### src/rtl/core/mgsp_pkg.sv
// ----------------------------------------------------------------------------
// mgsp_pkg : shared definitions of the multistage graph shortest path block
// sizes, codes and entry layouts used by the top level and the relax unit
// ----------------------------------------------------------------------------
package mgsp_pkg;

   localparam int MAX_VERTICES  = 64;
   localparam int VERTEX_BITS   = $clog2(MAX_VERTICES);
   localparam int VCOUNT_BITS   = VERTEX_BITS + 1;
   localparam int WEIGHT_BITS   = 16;
   localparam int COST_BITS     = 22;
   localparam int ARC_ADDR_BITS = 2 * VERTEX_BITS;
   localparam int ARC_DEPTH     = MAX_VERTICES * MAX_VERTICES;
   localparam int CSR_IDX_BITS  = 1;
   localparam int CSR_DATA_BITS = 7;

   localparam logic [COST_BITS-1:0] INFINITY = '1;

   // request function codes
   localparam logic FUNC_LOAD  = 1'b0;
   localparam logic FUNC_SOLVE = 1'b1;

   // register indexes
   localparam logic [CSR_IDX_BITS-1:0] CSR_VERTEX_COUNT  = 1'b0;
   localparam logic [CSR_IDX_BITS-1:0] CSR_SEGMENT_COUNT = 1'b1;

   typedef struct packed {
      logic                   present;
      logic [WEIGHT_BITS-1:0] weight;
   } arc_entry_type;

   typedef struct packed {
      logic [VERTEX_BITS-1:0] succ;
      logic [COST_BITS-1:0]   cost;
   } cost_entry_type;

   typedef struct packed {
      logic                 take;
      logic [COST_BITS-1:0] cost;
   } relax_type;

endpackage

### src/rtl/core/mgsp_relax_unit.sv
// ----------------------------------------------------------------------------
// mgsp_relax_unit : shared add, saturate and compare unit
// adds an arc weight to a successor cost and tests it against the best so far
// ----------------------------------------------------------------------------
module mgsp_relax_unit (
   input  logic [mgsp_pkg::COST_BITS-1:0]   cand_cost,
   input  logic [mgsp_pkg::WEIGHT_BITS-1:0] arc_weight,
   input  logic                             arc_present,
   input  logic [mgsp_pkg::COST_BITS-1:0]   best_cost,
   output mgsp_pkg::relax_type              result
);
   import mgsp_pkg::*;

   logic [COST_BITS:0]   sum;
   logic [COST_BITS-1:0] sat;
   logic                 usable;

   // unreachable successors never compete
   assign usable = arc_present && (cand_cost != INFINITY);
   assign sum    = {1'b0, cand_cost} + {{(COST_BITS + 1 - WEIGHT_BITS){1'b0}}, arc_weight};
   assign sat    = sum[COST_BITS] ? INFINITY : sum[COST_BITS-1:0];

   // strict compare keeps the lowest numbered successor on a tie
   assign result.take = usable && (sat < best_cost);
   assign result.cost = sat;

endmodule

### config.mk
export PLATFORM = sky130hd
export DESIGN_NAME = mgsp_relax_unit
export DESIGN_NICKNAME = d
export VERILOG_FILES = /design/src/rtl/core/mgsp_pkg.sv /design/src/rtl/core/mgsp_relax_unit.sv
export SDC_FILE = /design/constraint.sdc
export NUM_CORES = 1
export LEC_CHECK = 0
export ABC_AREA = 1
export BUFFER_PORTS_ARGS = -buffer_cell sky130_fd_sc_hd__buf_2
export CAP_MARGIN = 40
export CORE_MARGIN = 8
export CORE_UTILIZATION = 49
export DETAILED_ROUTE_END_ITERATION = 12
export PLACE_DENSITY = 0.87
export SLEW_MARGIN = 20
export SYNTH_ARGS = -nofsm -noshare
export SYNTH_HDL_FRONTEND = slang
export SYNTH_SLANG_ARGS = --single-unit
export TNS_END_PERCENT = 1
### constraint.sdc
create_clock -name vclk -period 3.5
set_clock_uncertainty 0.15 [all_clocks]
set_input_delay 0.35 -clock vclk [all_inputs]
set_output_delay 0.35 -clock vclk [all_outputs]
set_load 0.01 [all_outputs]
; ---- After elaboration in Yosys (flattened, before gate mapping)
; Cells that the tools add are included.
[totals]
word_cells = 6
ff_bits = 0
in_bits = 61
[op_classes]
n_reduce_logical = 2
n_lt_le_gt_ge = 1
muxes = 1
add_sub_neg = 1
n_eq_ne = 1
[op_table]
columns = operator, n
row1 = adder 22 x 16 -> 23 bit, 1
row2 = < comparator 22 bit, 1
row3 = two-way mux 22 bit, 1
row4 = != test 22 bit (second input constant), 1
row5 = logical AND 1 bit, 2

; ---- Depth between registers and ports, before layout
; Gate-level depths: netlist of run 1.
[logic_depth]
word_depth = 4
mapped_depth = 20
mapped_depth_nobuf = 20

; ---- Least setup slack after synthesis of run 1
; OpenSTA, ideal clock, no wires.
[synth_timing]
path_type = input to output
startpoint = input cand_cost[0] (netlist bit)
endpoint = output result[22] (netlist bit)
arrival_time_ns = 2.856
n_path_buf = 1
slack_ns = 0.144
required_ns = 3.000
cell_stages = 18
cell_sequence = ha_1 > inv_1 > fa_1 > inv_1 > nand2_1 > nand3_2 > nand2_1 > and3_4 > buf_6 > a21boi_1 > o21ai_1 > ha_1 > a21oi_1 > nand3b_1 > a21oi_1 > a31oi_1 > o2111ai_1 > a21oi_1
[synth_lines]
columns = element, line_no
row1 = "start, declared", mgsp_relax_unit.sv:6  ; input logic [mgsp_pkg::COST_BITS-1:0] cand_cost,
row2 = "end, declared", mgsp_relax_unit.sv:10  ; output mgsp_pkg::relax_type result

==> results of run 1 <==
==> path summary, 6_finish.rpt <==
path / slack, ps / endpoint / cells past startpoint
worst min-delay path: 960 / result[19] / 4
worst max-delay path: -360 / result[22] / 17
==> through the flow <==
| step | power, W | area [um^2] | cells | TNS (ps) | hold WS (ps) |
|---|---|---|---|---|---|
| 2_1_floorplan | 0.000258 | 1720 | 304 | 0 | 655 |
| 3_3_place_gp | 0.000425 | 2450 | 468 | -126 | 912 |
| 3_5_place_dp | 0.000439 | 2450 | 468 | -139 | 913 |
| 4_1_cts | 0.000496 | 2720 | 479 | 0 | 943 |
| 5_1_grt | 0.000676 | 3070 | 491 | -735 | 974 |
| 6_report | 0.000642 | 3070 | 491 | -521 | 960 |
==> timing repair <==
action	CTS	global route
gates resized for setup	34	53
cloned	1	0
pin swaps	14	29
buffers inserted	10	12
endpoints found under the hold margin	0	0
setup endpoints to repair	1	2
==> cells by family after synthesis <==
group	after synthesis	synth area share, %
compound gates	55	18.4
buf+inv	58	13.2
fa+ha+maj	38	28.1
xor+xnor	2	1.02
simple gates	151	39.3
==> tightest hold or removal path, cell delays in order <==
cell	delay, ps
buf_2	110
inv_1	60
o21ai_1	90
buf_2	150
==> synthesized netlist by cell type <==
cell | number | share of area [%]
nand4_1 | 10 | 3.6
nor4_1 | 2 | 0.73
nand3_2 | 1 | 0.58
o211ai_1 | 1 | 0.44
a21oi_2 | 2 | 1.0
inv_1 | 56 | 12
fa_1 | 1 | 1.2
and3_1 | 2 | 0.73
or2_2 | 7 | 2.6
o2111ai_1 | 1 | 0.51
xor2_1 | 2 | 1.0
a21oi_1 | 25 | 7.3
a31oi_1 | 3 | 1.1
nor3_1 | 1 | 0.29
nand3b_1 | 2 | 0.87
nand2_1 | 73 | 16
and3_4 | 1 | 0.66
nor2_2 | 1 | 0.36
buf_6 | 1 | 0.66
o21ai_1 | 6 | 1.7
o21bai_1 | 2 | 0.87
o21ai_0 | 8 | 2.3
nand3_1 | 20 | 5.8
a21boi_1 | 4 | 1.7
nand2_2 | 1 | 0.36
a211oi_1 | 3 | 1.3
or2_1 | 1 | 0.36
ha_1 | 37 | 27
buf_2 | 1 | 0.29
nor2_1 | 29 | 6.3
==> cell type report <==
class | instances | area (um^2)
Multi-Input combinational cell | 247 | 1920
Timing Repair Buffer | 142 | 882
Fill cell | 143 | 298
Inverter | 56 | 210
Tap cell | 46 | 57.6
==> power breakdown <==
part           internal (W)  total [W]  switching, W  leakage (nW)
combinational      0.000289   0.000642      0.000353          1.69
clock                     0          0             0             0
sequential                0          0             0             0
total              0.000289   0.000642      0.000353          1.69
==> metal layers <==
metal | wire length, um | share of wire, % | up-vias | GRT usage (%)
met1 | 3200 | 33 | 1346 | 25.5
met4 | 907 | 9.4 | 0 | 8.53
li1 | - | - | 1301 | -
met2 | 4360 | 45 | 316 | 44.6
met5 | 0 | 0 | - | 0
met3 | 1190 | 12 | 131 | 3.33
==> results.md, run 1 <==
* Highest fanout seen on the critical path at 6
* Slowest stage delay, CP at 300 ps
* Area Overhead vs Synth at 78.6%
* Tot GR Track Use at 23.5%
* VDD IR max at 0.132 mV
* Critical path startpoint category: primary input
* Top Family by Delay on Critical Path: compound AO/OA/AOI/OAI gates
* Unrepaired setup endpoints after global routing: yes
* Required time worst endpoint at 3000 ps
* Fin crit share at 110%
* CP Buf/Inv Count at 3
* Critical path cell sequence: buf_2, ha_4, nand2_1, o21ai_2, nand3_1, nand4_1, buf_4, nand3_1, a21oi_1, nand3b_1, ha_1, a21oi_1, o21ai_0, o21ai_2, o2111ai_1, a21oi_1, buf_2
* Slew Limit Headroom at 55.5%
* Largest net degree at the start of global routing at 8
* Initial Util at 51.0%
* Antenna-violating nets left at 0
* Setup ws final at -364 ps
* Hold Vio Cnt, Final at 0
* Mapped Avg Cell Area at 5.65 um^2
* Worst slack, placed at -139 ps
* Cell row count at 21
* Slew Limit Fails at 0
* Leakage power at 1.69 nW
* Die height at 75.2 um
* Router iterations before antenna repair at 6
* Post-DR vias/cell at 6.30
* Fraction of layout cells with a size suffix above 1 at 48.8%
* FMAX at 0.259 GHz
* Final Util at 91.1%
* Ys Warns at 0
* Placer Congestion at 0.963
* Synthesized Nets at 403
* Dpl hpwl at 5140 um
* First-pass GRT wire length at 10,900 um
* FF/Latch Area at 0 um^2
* Post-Route WL at 9660 um
* Core Region at 3360 um^2
* Post-route minimum period at 3860 ps
* FF+latch count at 0
* IO buf count at 84
* Worst setup path startpoint: cand_cost[2]
* Worst Path Arrival at 3360 ps
* Die outline width at 75.2 um
* Element type at the critical path end: output pin
* Post-synth cell types at 30
* Syn Inst Count at 304
* Hold Crit Class: in -> out
* Worst Tran Pin Value at 661 ps
* GRT overflow at 0
* Setup violators final at 2
* IO Pins at 84
* Commonest non-fill, non-tap cell in the layout: buf_2
* Via count at 3,094
* N_diodes at 0
* DR iter-0 viols at 423
* Violated checks: negative setup slack
* Seq/Total Area, Yosys at 0%
* CTS hold repair buffers at 0
* Status: finished with violations
* Hold path start: cand_cost[19]
* Pwr/cell area at 209 nW/um^2
* Final net count at 546
* Synthesized area at 1720 um^2
* Critical Setup Path Class: in -> out
* Commonest non-fill, non-tap cells in the layout: buf_2, nand2_1, buf_4, inv_1, nor2_1
* Wirelength per Cell at 19.7 um
* Die Area at 5650 um^2
* Remaining DRCs at 0
* CP max-delay cell: ha_4
* Vias in the first global route at 2,613
* # clk buffers at 0
* Initial antenna violation count at 0
* Most used cell, CP: a21oi_1
* Max Cap Viol at 0
Power figures use the tool's default switching activity.
==> run 2, diff against run 1 <==
- CORE_UTILIZATION: 49 -> 30
- PLACE_DENSITY: 0.87 -> 0.59
==> run 2 against run 1 <==
Against the previous run:
- the run now ends clean
- via count is 23% lower
- flip-flop and latch count stayed put
- largest power group unchanged
- first-iteration DRC count is 87% lower
- setup slack better by 400 ps
==> results.md, run 2 (synthesis results as in run 1) <==
* Status: complete, no violations
* GRT overflow at 0
* Initial Util at 31.2%
* Wirelength per Cell at 12.3 um
* FF/Latch Area at 0 um^2
* Post-Route WL at 6360 um
* Area Overhead vs Synth at 77.3%
* FILL cells at 560
* Largest net degree at the start of global routing at 7
* Pwr/cell area at 179 nW/um^2
* VDD IR max at 0.0897 mV
* CTS hold repair buffers at 0
* Required time worst endpoint at 3000 ps
* Dpl hpwl at 5300 um
* Placed Instances at 502
* Post-route minimum period at 3470 ps
* Top Family by Delay on Critical Path: compound AO/OA/AOI/OAI gates
* Slowest stage delay, CP at 280 ps
* Hold Vio Cnt, Final at 0
* Antenna-violating nets left at 0
* Final Util at 55.3%
* CP Buf/Inv Count at 4
* Routed wl met2 at 3010 um
* CP max-delay cell: ha_4
* Initial antenna violation count at 0
* Placer Congestion at 0.896
* Cell row count at 27
* Hold Crit Class: in -> out
* Worst Tran Pin Value at 550 ps
* Worst Hold Slack at 930 ps
* IO buf count at 84
* Die Area at 8400 um^2
* FF+latch count at 0
* N_diodes at 0
* Element type at the critical path end: output pin
* WL met3 at 367 um
* IO Pins at 84
* Critical path startpoint category: primary input
* Final net count at 545
* Commonest non-fill, non-tap cells in the layout: buf_2, nand2_1, buf_4, inv_1, nor2_1
* Slew Limit Headroom at 63.0%
* Fraction of layout cells with a size suffix above 1 at 46.8%
* # clk buffers at 0
* Router iterations before antenna repair at 4
* FMAX at 0.288 GHz
* Slew Limit Fails at 0
* Vias in the first global route at 2,377
* Tot GR Track Use at 13.9%
* Max Cap Viol at 0
* Unrepaired setup endpoints after global routing: yes
* Critical path cell sequence: buf_2, ha_4, a21oi_1, nand3_4, buf_6, a21oi_4, inv_2, nand2_4, nand2_4, a21oi_4, nor2_1, nand2_1, nand3_2, ha_4, nand4_1, a21oi_2, a31oi_1, o2111ai_1, a21oi_1, buf_2
* Top sig layer: met3
* Leakage power at 1.68 nW
* Core Region at 5510 um^2
* Worst Path Arrival at 2970 ps
* Placed inst area at 2550 um^2
* Die outline width at 91.6 um
* Setup violators final at 0
* Die height at 91.6 um
* Post-DR vias/cell at 4.63
* Fin crit share at 99.0%
* Commonest non-fill, non-tap cell in the layout: buf_2
* Highest fanout seen on the critical path at 5
* Met1 wire length at 2980 um
* Post-Layout Inst Area at 3040 um^2
* Via count at 2,389
* Remaining DRCs at 0
* First-pass GRT wire length at 10,300 um
* Final std cells w/o fill at 516
* Critical Setup Path Class: in -> out
* DR iter-0 viols at 56
[run 2: changes by cell type in the layout (fill, tap and decap cells not counted), moves of 2 or more]
cell | before | now
a21oi_4 | 6 | 2
a21oi_2 | 6 | 9
buf_4 | 58 | 55
nand2_1 | 59 | 62
buf_6 | 1 | 3
nand2_4 | 4 | 2
nor2_4 | 1 | 3
o21ai_1 | 6 | 8
[run 2: layer usage]
layer / up-vias / track usage (%)
met2: 58 / 24.0
met1: 1036 / 18.5
met4: 0 / 0
li1: 1295 / -
met3: 0 / 2.36
met5: - / 0
[run 2: repair_timing]
item / CTS / global route
hold endpoints to repair: 0 / 0
pin swaps: 14 / 22
setup endpoints to repair: 1 / 1
gates resized for setup: 28 / 47
cloned: 0 / 0
buffers inserted: 10 / 4
[run 2: worst min-delay path: stages]
cell and delay, ps:
buf_2 100, nand2_1 50, nand3_1 90, buf_2 130
[run 2: final timing paths]
| check | startpoint | endpoint | slack (ps) | cells after the start |
|---|---|---|---|---|
| worst max-delay path | cand_cost[5] | result[22] | 30 | 20 |
| worst min-delay path | cand_cost[18] | result[18] | 930 | 4 |
[run 2: power by group]
group / internal, W / total (W) / leakage (nW) / switching [W]
Combinational: 0.000267 / 0.000545 / 1.68 / 0.000278
Clock: 0 / 0 / 0 / 0
Sequential: 0 / 0 / 0 / 0
Total: 0.000267 / 0.000545 / 1.68 / 0.000278
[run 2: area by class of cell]
| type | instances | area, um^2 | share of cell area [%] |
|---|---|---|---|
| well taps | 72 | 90.1 | 2.96 |
| repair buffers | 142 | 892 | 29.3 |
| multi-input cells | 246 | 1850 | 60.8 |
| inverters | 56 | 210 | 6.91 |
[run 2: metrics by stage]
step	total power, W	TNS (ps)	setup slack, ps
CTS	0.000500	-73.5	-73.5
global route	0.000612	-162	-162
detailed placement	0.000454	-282	-282
finish	0.000545	0	33.4
global placement	0.000450	-268	-268
floorplan	0.000258	0	144
